==> config.mk <==
export PLATFORM = sky130hd
export DESIGN_NAME = at_http_response_parser_unit_flat
export DESIGN_NICKNAME = d
export VERILOG_FILES = /design/src/rtl/core/ahp_pkg.sv /design/src/rtl/core/ahp_if.sv /design/src/rtl/core/at_http_response_parser_unit.sv /design/src/flat_wrapper.sv
export SDC_FILE = /design/constraint.sdc
export NUM_CORES = 1
export LEC_CHECK = 0
export BUFFER_PORTS_ARGS = -buffer_cell sky130_fd_sc_hd__buf_2
export CAP_MARGIN = 20
export CORE_MARGIN = 5
export CORE_UTILIZATION = 59
export DETAILED_ROUTE_END_ITERATION = 6
export PLACE_DENSITY = 0.78
export SETUP_SLACK_MARGIN = 0.05
export SYNTH_ARGS = -nofsm -noshare
export SYNTH_HDL_FRONTEND = slang
export SYNTH_SLANG_ARGS = --single-unit
export TNS_END_PERCENT = 50
==> constraint.sdc <==
create_clock -name clk_i -period 9.15 [get_ports clk_i]
set_input_delay 0.915 -clock clk_i [delete_from_list [all_inputs] [get_ports clk_i]]
set_output_delay 0.915 -clock clk_i [all_outputs]
set_load 0.01 [all_outputs]
==> src/rtl/core/ahp_pkg.sv <==
// Shared constants for the modem HTTP reply parser: widths, phase and event
// codes, delimiter bytes and the prefix tables.
// No dependencies.
`default_nettype none

package ahp_pkg;

  localparam int VALUE_BITS  = 16;
  localparam int TOKEN_LIMIT = 80;
  localparam int CNT_W       = 7;
  localparam int PH_W        = 3;
  localparam int EV_W        = 3;
  localparam int NUM_W       = 2;

  localparam logic [VALUE_BITS-1:0] VALUE_MAX = {VALUE_BITS{1'b1}};

  // parser phases
  localparam logic [PH_W-1:0] PH_DETECT       = 3'd0;
  localparam logic [PH_W-1:0] PH_ECHO         = 3'd1;
  localparam logic [PH_W-1:0] PH_ACT_METHOD   = 3'd2;
  localparam logic [PH_W-1:0] PH_ACT_STATUS   = 3'd3;
  localparam logic [PH_W-1:0] PH_ACT_LENGTH   = 3'd4;
  localparam logic [PH_W-1:0] PH_READ_LENGTH  = 3'd5;
  localparam logic [PH_W-1:0] PH_READ_CONTENT = 3'd6;

  // result events
  localparam logic [EV_W-1:0] EV_NONE        = 3'd0;
  localparam logic [EV_W-1:0] EV_METHOD      = 3'd1;
  localparam logic [EV_W-1:0] EV_STATUS      = 3'd2;
  localparam logic [EV_W-1:0] EV_READ_REQ    = 3'd3;
  localparam logic [EV_W-1:0] EV_CONTENT_LEN = 3'd4;
  localparam logic [EV_W-1:0] EV_CONTENT     = 3'd5;

  // number scanner phases
  localparam logic [NUM_W-1:0] NUM_SKIP = 2'd0;
  localparam logic [NUM_W-1:0] NUM_IN   = 2'd1;
  localparam logic [NUM_W-1:0] NUM_STOP = 2'd2;
  localparam logic [NUM_W-1:0] NUM_NEG  = 2'd3;

  localparam logic [7:0] CH_LF    = 8'h0A;
  localparam logic [7:0] CH_COMMA = 8'h2C;
  localparam logic [7:0] CH_COLON = 8'h3A;
  localparam logic [7:0] CH_PLUS  = 8'h2B;
  localparam logic [7:0] CH_MINUS = 8'h2D;

  localparam int PFX_AT_LEN   = 3;
  localparam int PFX_ACT_LEN  = 12;
  localparam int PFX_READ_LEN = 10;

  localparam logic [7:0] PFX_AT [PFX_AT_LEN] = '{"A", "T", "+"};
  localparam logic [7:0] PFX_ACT [PFX_ACT_LEN] =
    '{"+", "H", "T", "T", "P", "A", "C", "T", "I", "O", "N", ":"};
  localparam logic [7:0] PFX_READ [PFX_READ_LEN] =
    '{"+", "H", "T", "T", "P", "R", "E", "A", "D", ":"};

endpackage

`default_nettype wire

==> src/rtl/core/ahp_if.sv <==
// Valid/ready channels of the parser: received bytes in, parse events out.
// Depends on ahp_pkg.
`default_nettype none

interface ahp_rx_if;
  logic       valid;
  logic       ready;
  logic [7:0] rx_byte;

  modport source (output valid, output rx_byte, input ready);
  modport sink (input valid, input rx_byte, output ready);
endinterface

interface ahp_ev_if;
  logic                           valid;
  logic                           ready;
  logic [ahp_pkg::EV_W-1:0]       event_res;
  logic [ahp_pkg::VALUE_BITS-1:0] value;
  logic [7:0]                     data_byte;
  logic                           data_last;

  modport source (output valid, output event_res, output value, output data_byte,
                  output data_last, input ready);
  modport sink (input valid, input event_res, input value, input data_byte,
                input data_last, output ready);
endinterface

`default_nettype wire

==> src/rtl/core/at_http_response_parser_unit.sv <==
// An accepted byte is held in the input register; its event beat is then loaded into the
// result register, which drives the event channel.
// Throughput: one byte per cycle while the sink takes beats; a byte waits in the
// input register while a pending beat is not taken, whether or not it causes an event.
// Reset clears the parser to message detection, empty token, no pending beats.
// Depends on ahp_pkg and ahp_if.
`default_nettype none

module at_http_response_parser_unit (
  input  wire  clk_i,
  input  wire  rst_ni,
  ahp_rx_if.sink   rx_i,
  ahp_ev_if.source ev_o
);
  import ahp_pkg::*;

  typedef struct packed {
    logic [VALUE_BITS-1:0] acc;
    logic [NUM_W-1:0]      nph;
  } num_t;

  function automatic num_t num_feed(input logic [VALUE_BITS-1:0] acc,
                                    input logic [NUM_W-1:0] nph,
                                    input logic [7:0] b);
    num_t                  r;
    logic                  digit;
    logic                  ws;
    logic                  go;
    logic [VALUE_BITS+3:0] wide;
    r.acc = acc;
    r.nph = nph;
    digit = (b >= "0") && (b <= "9");
    ws    = b inside {8'h20, 8'h09, 8'h0D, 8'h0B, 8'h0C};
    go    = (nph == NUM_IN);
    if (nph == NUM_SKIP) begin
      if (ws) begin
        go = 1'b0;
      end else if (b == CH_PLUS) begin
        r.nph = NUM_IN;
      end else if (b == CH_MINUS) begin
        r.nph = NUM_NEG;
        r.acc = '0;
      end else if (!digit) begin
        r.nph = NUM_STOP;
      end else begin
        r.nph = NUM_IN;
        go    = 1'b1;
      end
    end
    wide = ({4'b0, acc} << 3) + ({4'b0, acc} << 1) + {{VALUE_BITS{1'b0}}, b[3:0]};
    if (go) begin
      if (digit) begin
        r.acc = (wide[VALUE_BITS+3:VALUE_BITS] != 4'd0) ? VALUE_MAX
                                                        : wide[VALUE_BITS-1:0];
      end else begin
        r.nph = NUM_STOP;
      end
    end
    return r;
  endfunction

  // input stage
  logic       s1_valid_q;
  logic [7:0] s1_byte_q;

  // parser state
  logic [PH_W-1:0]       phase_q, phase_d;
  logic [CNT_W-1:0]      cnt_q, cnt_d;
  logic [2:0]            flags_q, flags_d;
  logic [VALUE_BITS-1:0] acc_q, acc_d;
  logic [NUM_W-1:0]      nph_q, nph_d;
  logic [VALUE_BITS-1:0] left_q, left_d;

  // result register
  logic                  out_valid_q;
  logic [EV_W-1:0]       ev_q, ev_d;
  logic [VALUE_BITS-1:0] val_q, val_d;
  logic [7:0]            db_q, db_d;
  logic                  last_q, last_d;

  logic                  load;
  logic [7:0]            b;
  logic [2:0]            fl;
  logic                  ovf;
  logic                  restart;
  logic [VALUE_BITS-1:0] num_val;
  num_t                  fed;

  assign load        = s1_valid_q && (!out_valid_q || ev_o.ready);
  assign rx_i.ready  = !s1_valid_q || load;

  always_comb begin
    b       = s1_byte_q;
    fl      = flags_q;
    if (!((cnt_q < CNT_W'(PFX_AT_LEN)) && (PFX_AT[cnt_q[1:0]] == b))) fl[0] = 1'b0;
    if (!((cnt_q < CNT_W'(PFX_ACT_LEN)) && (PFX_ACT[cnt_q[3:0]] == b))) fl[1] = 1'b0;
    if (!((cnt_q < CNT_W'(PFX_READ_LEN)) && (PFX_READ[cnt_q[3:0]] == b))) fl[2] = 1'b0;
    flags_d = fl;
    cnt_d   = cnt_q + 1'b1;
    ovf     = ({1'b0, cnt_q} + 1'b1) >= (CNT_W+1)'(TOKEN_LIMIT);
    restart = ovf;
    if (ovf) begin
      fl = 3'b000;
    end
    // a token restart on overflow also clears the field collected so far
    num_val = ovf ? '0 : acc_q;
    fed     = num_feed(acc_q, nph_q, b);
    acc_d   = acc_q;
    nph_d   = nph_q;
    phase_d = phase_q;
    left_d  = left_q;
    ev_d    = EV_NONE;
    val_d   = '0;
    db_d    = '0;
    last_d  = 1'b0;

    case (phase_q)
      PH_ECHO: begin
        if (b == CH_LF) begin
          phase_d = PH_DETECT;
          restart = 1'b1;
        end
      end
      PH_ACT_METHOD, PH_ACT_STATUS: begin
        if (b == CH_COMMA) begin
          val_d   = num_val;
          restart = 1'b1;
          if (phase_q == PH_ACT_METHOD) begin
            phase_d = PH_ACT_STATUS;
            ev_d    = EV_METHOD;
          end else begin
            phase_d = PH_ACT_LENGTH;
            ev_d    = EV_STATUS;
          end
        end else if (!ovf) begin
          acc_d = fed.acc;
          nph_d = fed.nph;
        end
      end
      PH_ACT_LENGTH, PH_READ_LENGTH: begin
        if (b == CH_LF) begin
          val_d   = num_val;
          restart = 1'b1;
          if (phase_q == PH_ACT_LENGTH) begin
            phase_d = PH_DETECT;
            ev_d    = EV_READ_REQ;
          end else begin
            left_d  = num_val;
            phase_d = PH_READ_CONTENT;
            ev_d    = EV_CONTENT_LEN;
          end
        end else if (!ovf) begin
          acc_d = fed.acc;
          nph_d = fed.nph;
        end
      end
      PH_READ_CONTENT: begin
        ev_d   = EV_CONTENT;
        db_d   = b;
        last_d = (left_q <= VALUE_BITS'(1));
        if (last_d) begin
          left_d  = '0;
          phase_d = PH_DETECT;
          restart = 1'b1;
        end else begin
          left_d = left_q - 1'b1;
        end
      end
      default: begin
        phase_d = PH_DETECT;
        if (b == CH_LF) begin
          restart = 1'b1;
        end else if ((cnt_q == CNT_W'(2)) && fl[0]) begin
          phase_d = PH_ECHO;
        end else if (b == CH_COLON) begin
          if ((cnt_q == CNT_W'(11)) && fl[1]) begin
            phase_d = PH_ACT_METHOD;
          end else if ((cnt_q == CNT_W'(9)) && fl[2]) begin
            phase_d = PH_READ_LENGTH;
          end
          restart = 1'b1;
        end
      end
    endcase

    if (restart) begin
      cnt_d   = '0;
      flags_d = 3'b111;
      acc_d   = '0;
      nph_d   = NUM_SKIP;
    end
  end

  always_ff @(posedge clk_i or negedge rst_ni) begin
    if (!rst_ni) begin
      s1_valid_q  <= 1'b0;
      out_valid_q <= 1'b0;
      phase_q     <= PH_DETECT;
      cnt_q       <= '0;
      flags_q     <= 3'b111;
      acc_q       <= '0;
      nph_q       <= NUM_SKIP;
      left_q      <= '0;
    end else begin
      if (rx_i.ready) begin
        s1_valid_q <= rx_i.valid;
      end
      if (load) begin
        out_valid_q <= (ev_d != EV_NONE);
        phase_q     <= phase_d;
        cnt_q       <= cnt_d;
        flags_q     <= flags_d;
        acc_q       <= acc_d;
        nph_q       <= nph_d;
        left_q      <= left_d;
      end else if (ev_o.ready) begin
        out_valid_q <= 1'b0;
      end
    end
  end

  // payload registers
  always_ff @(posedge clk_i) begin
    if (rx_i.ready && rx_i.valid) begin
      s1_byte_q <= rx_i.rx_byte;
    end
    if (load) begin
      ev_q   <= ev_d;
      val_q  <= val_d;
      db_q   <= db_d;
      last_q <= last_d;
    end
  end

  assign ev_o.valid     = out_valid_q;
  assign ev_o.event_res = ev_q;
  assign ev_o.value     = val_q;
  assign ev_o.data_byte = db_q;
  assign ev_o.data_last = last_q;

endmodule

`default_nettype wire

==> src/flat_wrapper.sv <==
// flat-port wrapper written by rule: the top's interface ports become plain ports
module at_http_response_parser_unit_flat import ahp_pkg::*;
  (clk_i, rst_ni, rx_i_valid, rx_i_rx_byte, rx_i_ready, ev_o_valid, ev_o_event_res, ev_o_value, ev_o_data_byte, ev_o_data_last, ev_o_ready);
  ahp_rx_if rx_i_i ();
  ahp_ev_if ev_o_i ();
  input  wire clk_i;
  input  wire rst_ni;
  input wire logic [$bits(rx_i_i.valid)-1:0] rx_i_valid;
  input wire logic [$bits(rx_i_i.rx_byte)-1:0] rx_i_rx_byte;
  output wire logic [$bits(rx_i_i.ready)-1:0] rx_i_ready;
  output wire logic [$bits(ev_o_i.valid)-1:0] ev_o_valid;
  output wire logic [$bits(ev_o_i.event_res)-1:0] ev_o_event_res;
  output wire logic [$bits(ev_o_i.value)-1:0] ev_o_value;
  output wire logic [$bits(ev_o_i.data_byte)-1:0] ev_o_data_byte;
  output wire logic [$bits(ev_o_i.data_last)-1:0] ev_o_data_last;
  input wire logic [$bits(ev_o_i.ready)-1:0] ev_o_ready;
  assign rx_i_i.valid = rx_i_valid;
  assign rx_i_i.rx_byte = rx_i_rx_byte;
  assign rx_i_ready = rx_i_i.ready;
  assign ev_o_valid = ev_o_i.valid;
  assign ev_o_event_res = ev_o_i.event_res;
  assign ev_o_value = ev_o_i.value;
  assign ev_o_data_byte = ev_o_i.data_byte;
  assign ev_o_data_last = ev_o_i.data_last;
  assign ev_o_i.ready = ev_o_ready;
  at_http_response_parser_unit u_core (.clk_i(clk_i), .rst_ni(rst_ni), .rx_i(rx_i_i), .ev_o(ev_o_i));
endmodule
After elaboration in Yosys (flattened, before gate mapping)
Memory sizes are Yosys's and may differ from the RTL's.
Index checks and enable logic that the tools add are counted.
{ "totals": {"reg_bits": 85, "romBits": 256, "inputBits": 12, "output_inout_bits": 30, "elab_cells": 160, "memories": 2} }
{ "classes": {"n_addsub": 5, "order_cmp": 9, "n_eq_ne": 30, "n_mux": 73, "n_bitwise": 2, "n_reduce_logical": 26} }
{ "memory_table": {"columns": ["name", "words", "word_bits", "read_ports", "rd_clocked_by_memory_dff", "wr", "line", "text"], "rows": [
  ["(name not given)", 16, 8, 1, 0, 0, "at_http_response_parser_unit.sv:97", "if (!((cnt_q < CNT_W'(PFX_READ_LEN)) && (PFX_READ[cnt_q[3:0]] == b))) fl[2] = 1'b0;"],
  ["(name not given)", 16, 8, 1, 0, 0, "at_http_response_parser_unit.sv:96", "if (!((cnt_q < CNT_W'(PFX_ACT_LEN)) && (PFX_ACT[cnt_q[3:0]] == b))) fl[1] = 1'b0;"]
]} }
{ "ops": {"columns": ["op", "count"], "rows": [
  ["$mux 16", 14],
  ["$pmux 16 s2", 3],
  ["$mux 18", 3],
  ["$mux 3", 16],
  ["$mux 8", 6],
  ["$eq 8x4->1 const B", 5],
  ["$eq 8x6->1 const B", 5],
  ["$eq 8x8->1", 3],
  ["$add 19x17->20", 1],
  ["$add 20x4->20", 1],
  ["$mux 2", 9],
  ["$bmux 8 s2", 1],
  ["$le 16x1->1 const B", 1],
  ["$mux 1", 16],
  ["$sub 16x1->16 const B", 1],
  ["$eq 7x4->1 const B", 2],
  ["$lt 7x4->1 const B", 2],
  ["$pmux 3 s4", 1],
  ["$eq 3x3->1 const B", 3],
  ["$logic_and 1x1->1", 9],
  ["$pmux 3 s3", 1],
  ["$add 7x1->8 const B", 1],
  ["$ge 8x6->1 const B", 1],
  ["$ge 8x7->1 const B", 1],
  ["28 further kinds", 39]
]} }

Logic depth before layout (Yosys ltp)
{ "depth": {"ltp_word": 15, "ltp_mapped": 13, "depth_no_buf": 12} }

Worst setup path before layout
OpenSTA, ideal clock, no wires.
{ "synth_timing": {"path_kind": "reg2reg", "from": "reg u_core.s1_byte_q[3] (netlist: u_core.b[3])", "to": "reg u_core.acc_q[4]", "setup_time_ps": 128, "arrival_ps": 2921, "required_time_ps": 9022, "setup_slack_ps": 6101, "stages_incl_launch_ff": 13, "path_buffers": 1, "synth_period_minus_slack_ps": 3049, "cell_sequence": "edfxtp_1 -> fa_1 -> inv_1 -> fa_1 -> nand2b_1 -> a21oi_1 -> o221a_2 -> a21boi_1 -> mux2i_1 -> nand4_2 -> buf_4 -> a21oi_1 -> o31ai_1"} }
{ "synth_via": {"elab_chain_cells": 12, "elab_cells_between_ends": 48, "classes_between": "1 x add/sub; 2 x order compare; 13 x eq/ne; 25 x mux; 7 x reduce/logical"} }
{ "synth_rtl": {"columns": ["item", "line", "text"], "rows": [
  ["from (decl)", "at_http_response_parser_unit.sv:64", "logic [7:0] s1_byte_q;"],
  ["from (signal assigned)", "at_http_response_parser_unit.sv:225", "s1_byte_q <= rx_i.rx_byte;"],
  ["$ge 8x6->1 / $le 8x6->1 (equally long branches)", "at_http_response_parser_unit.sv:32", "digit = (b >= \"0\") && (b <= \"9\");"],
  ["$logic_and 1x1->1", "at_http_response_parser_unit.sv:32", null],
  ["$mux 1", "at_http_response_parser_unit.sv:43", "end else if (!digit) begin"],
  ["$mux 1", "at_http_response_parser_unit.sv:40", "end else if (b == CH_MINUS) begin"],
  ["$mux 1", "at_http_response_parser_unit.sv:38", "end else if (b == CH_PLUS) begin"],
  ["$mux 1", "at_http_response_parser_unit.sv:36", "if (ws) begin"],
  ["$mux 1", "at_http_response_parser_unit.sv:35", "if (nph == NUM_SKIP) begin"],
  ["$mux 18", "at_http_response_parser_unit.sv:51", "if (go) begin"],
  ["$mux 16", "at_http_response_parser_unit.sv:135, at_http_response_parser_unit.sv:152", null],
  ["$mux 16, on equally long branches", "at_http_response_parser_unit.sv:141, at_http_response_parser_unit.sv:125", null],
  ["$pmux 16 s2", "at_http_response_parser_unit.sv:117", "case (phase_q)"],
  ["$mux 16", "at_http_response_parser_unit.sv:186", "if (restart) begin"],
  ["to (signal assigned)", "at_http_response_parser_unit.sv:201", "acc_q <= '0;"],
  ["to (signal assigned)", "at_http_response_parser_unit.sv:213", "acc_q <= acc_d;"],
  ["to (decl)", "at_http_response_parser_unit.sv:70", "logic [VALUE_BITS-1:0] acc_q, acc_d;"]
]} }
Parallel ways exist; a longest one is shown, timed or not. The select of a mux whose other input is x is not followed.
A chain may end at the register's enable or synchronous reset.

Worst setup path in the final report
Same ends and word-level chain as after synthesis.

==> results.md <==
- Status: finished, final reports clean
- TritonCTS Buffers: 9
- Post-synth top area cell: dfrtp_1
- Internal power: 672 uW
- Yosys top cell area share: 19.4%
- Worst reg2reg setup slack: 5.42 ns
- Cells after Synth: 646
- Kind of critical path: flop to flop
- Critical-path top delay cell: fa_1
- Final hold viol count: 0
- Detailed placement HPWL: 10,000 um
- DRT iter0 DRCs: 409
- Combinational power share: 20.4%
- CP max stage delay: 0.65 ns
- Via count: 5,043
- Setup Viol. Count Final: 0
- Final max-slew violation count: 0
- First-pass GRT wire length: 23,600 um
- # H-tree levels: 3
- Synthesized area: 5930 um^2
- DR vias/cell: 6.26
- CP cell instances: fa_1 -> inv_1 -> fa_1 -> nand2b_1 -> a21oi_1 -> o221a_2 -> a21boi_1 -> mux2i_1 -> nand4_2 -> a21oi_1 -> o31ai_1
- Switching share of power: 31.0%
- Top post-synthesis cells by count: nand2_1 (59), nor2_1 (57), a21oi_1 (52), dfrtp_1 (46), ha_1 (42)
- Clk sinks: 85
- NumNets Final: 723
- Setup Total Neg Slack: 0 ns
- P_sw: 302 uW
- Final period util: 40.8%
- Seq/Total Area, Yosys: 39.0%
- Initial Util: 60.6%
- Mapped Avg Cell Area: 9.17 um^2
- Max Cap Violations: 0
- Routed length per instance: 17.5 um
- Post-CTS setup-driven buffer insertion count: 0
- Relative slew slack: 50.6%
- Hold path startpoint: u_core.flags_q[0]$_DFFE_PN1P_
- DRT Pass-1 Iters: 5
- Vias in the first global route: 4,746
- Cts repair resizes: 0
- Clock skew: 0.00926 ns
- Drt drc: 0
- YS warnings: 0
- Reg2Reg Depth: 11
- Most frequent cell after synthesis: nand2_1
- Max Fclk: 268 MHz
- Critical path's top delay family: adder cells
- Fraction of layout cells with a size suffix above 1: 12.5%
- Largest net degree at the start of global routing: 50
- Grt ovf: 0
- Clock share of power: 31.9%
- Initial antenna violation count: 0
- Input/output buffers: 41
- CTS clk-pin slew, worst paths: 0.09 ns
- CTS tree: built
- CP startpoint kind: flop
- Gr usage total: 24.5%
- Placer Congestion: 1.04
- Hold Slack: 0.471 ns
- Ys flop type: dfrtp_1
- RSZ-0062 raised after global routing: false
- CP Data Arrival Time: 3.96 ns
- # diodes: 0
- R2r endpoint: u_core.acc_q[4]$_DFFE_PN0P_
- Synth Register Bits: 85
- P&R area growth vs syn: 7.39%
- Reg-to-reg startpoint: u_core.b[3]$_DFFE_PP_
- Core Box Area: 9770 um^2
- Net Count, Synth: 702
- Area contributors post-synth: dfrtp_1 (19%), edfxtp_1 (18%), ha_1 (8.9%), a21oi_1 (4.4%), nand2_1 (3.7%)
- Hold Crit Depth: 2
- Peak VDD IR: 0.0000706 V
- WL final: 14,100 um
- Tmin final: 3.73 ns
- Critical Path Sink Type: flop
- Post-synthesis async set-or-reset flop share: 57.6%
- Pwr per Cell Area: 153 nW/um^2
- Clock latency on the worst-skew pair: 0.36 ns
- Die height: 110 um
- Hold WC Path Type: flop to flop
- Die X: 110 um
- Final ANT Viol Nets: 0
- CP bufs+invs: 1
- Yosys cell types: 76
- Post-synth EDFFs: 36
- WHS Endpoint: u_core.flags_q[0]$_DFFE_PN1P_
- Worst-Margin Slew: 0.741 ns
- CP max FO: 16
- Num ports: 42
- Post-CTS Hold Fix Bufs: 0
- Leakage: 2.84 nW
- Cell Rows: 36
- Full die area: 12,100 um^2
- CTS root buf: clkbuf_8
- Share of power burned in registers: 47.7%
- Buffer levels on the longest clock path: 2
- Critical Path RT: 9.38 ns
[kinds of logic (layout without fill, tap and decap cells)]
| group | Yosys count | in the layout | synth area share, % |
|---|---|---|---|
| DFF | 85 | 85 | 39.0 |
| and+or+nand+nor | 242 | 242 | 21.9 |
| adders and majority gates | 44 | 44 | 9.54 |
| buffers and inverters | 56 | 82 | 4.67 |
| xor gates and xnor gates | 23 | 23 | 3.40 |
| muxes | 4 | 4 | 0.676 |
| AOI/OAI and AO/OA | 192 | 192 | 20.8 |
[per-stage QoR]
stage	setup WS, ns	total power [mW]	instance area (um^2)	util [%]	cells
after CTS	5.44	0.972	6360	65.0	804
after global placement	5.60	0.659	6120	62.6	788
after floorplan	6.10	0.625	5930	-	646
after detailed placement	5.46	0.666	6120	62.6	788
final	5.42	0.974	6360	65.1	805
after global routing	5.16	1.02	6360	65.1	805
[power groups by stage]
stage / registers (mW) / clock network, mW / logic (mW)
after floorplan: 0.437 / 0 / 0.188
after global placement: 0.469 / 0 / 0.190
after CTS: 0.462 / 0.313 / 0.196
after global routing: 0.470 / 0.329 / 0.222
after detailed placement: 0.470 / 0 / 0.196
final: 0.464 / 0.311 / 0.199
[tightest hold or removal path: cells and delay by family, from the launching register on]
family        cells  cell delay, ns
simple gates      2            0.10
flops             1            0.38
[cell type report]
class | instances | area [um^2]
clock buffer | 11 | 153
clock inverter | 5 | 81.3
fill | 766 | 3410
inverter | 21 | 78.8
multi-input combinational | 505 | 3340
sequential | 85 | 2310
tap | 133 | 166
timing repair buffer | 45 | 235
[per-layer routing]
metal	routed length, um	vias up	global-route usage (%)
li1	-	2405	-
met1	6330	2374	35.3
met2	6390	241	37.6
met3	1180	23	5.01
met4	199	0	7.04
met5	0	-	0
[layout by cell type (no fill, tap or decap), types with 3 or more instances in the layout]
master,n
xor2_1,6
a211oi_1,6
or3_1,4
dfstp_2,3
nor2b_1,9
nor3b_1,4
or4_1,3
and3_1,17
buf_2,41
xnor2_1,17
nand2b_1,11
o31ai_1,28
a22oi_1,9
edfxtp_1,36
mux2i_1,4
o211ai_1,4
nand2_1,59
nor4_1,4
nand3_1,11
inv_1,21
o21ai_0,26
buf_4,4
clkbuf_8,9
a21oi_1,52
dfrtp_1,46
nand4_1,4
a21o_1,5
ha_1,42
o21ai_1,30
nor3_1,18
nor2_1,57
and2_1,22
a22o_1,3
[sequential cells by signal, summed over array words and instances, names as in the netlist]
name and flops:
u_core.acc_q 16, u_core.ev_o.value 16, u_core.left_q 16, u_core.b 8, u_core.ev_o.data_byte 8, u_core.cnt_q 7, u_core.ev_o.event_res 3, u_core.flags_q 3
u_core.phase_q 3, u_core.nph_q 2, u_core.ev_o.data_last 1, u_core.ev_o.valid 1, u_core.s1_valid_q 1
[worst max path at each step]
| stage | end | slack, ns | startpoint | depth (start not counted) |
|---|---|---|---|---|
| 2_1_floorplan | u_core.acc_q[4]$_DFFE_PN0P_ | 6.10 | u_core.b[3]$_DFFE_PP_ | 12 |
| 3_3_place_gp | u_core.acc_q[4]$_DFFE_PN0P_ | 5.60 | u_core.b[3]$_DFFE_PP_ | 11 |
| 3_5_place_dp | u_core.acc_q[4]$_DFFE_PN0P_ | 5.46 | u_core.b[3]$_DFFE_PP_ | 10 |
| 4_1_cts | u_core.acc_q[15]$_DFFE_PN0P_ | 5.44 | u_core.b[3]$_DFFE_PP_ | 10 |
| 5_1_grt | u_core.acc_q[15]$_DFFE_PN0P_ | 5.16 | u_core.b[3]$_DFFE_PP_ | 10 |
| 6_report | u_core.acc_q[4]$_DFFE_PN0P_ | 5.42 | u_core.b[3]$_DFFE_PP_ | 11 |
Power figures use the tool's default switching activity.
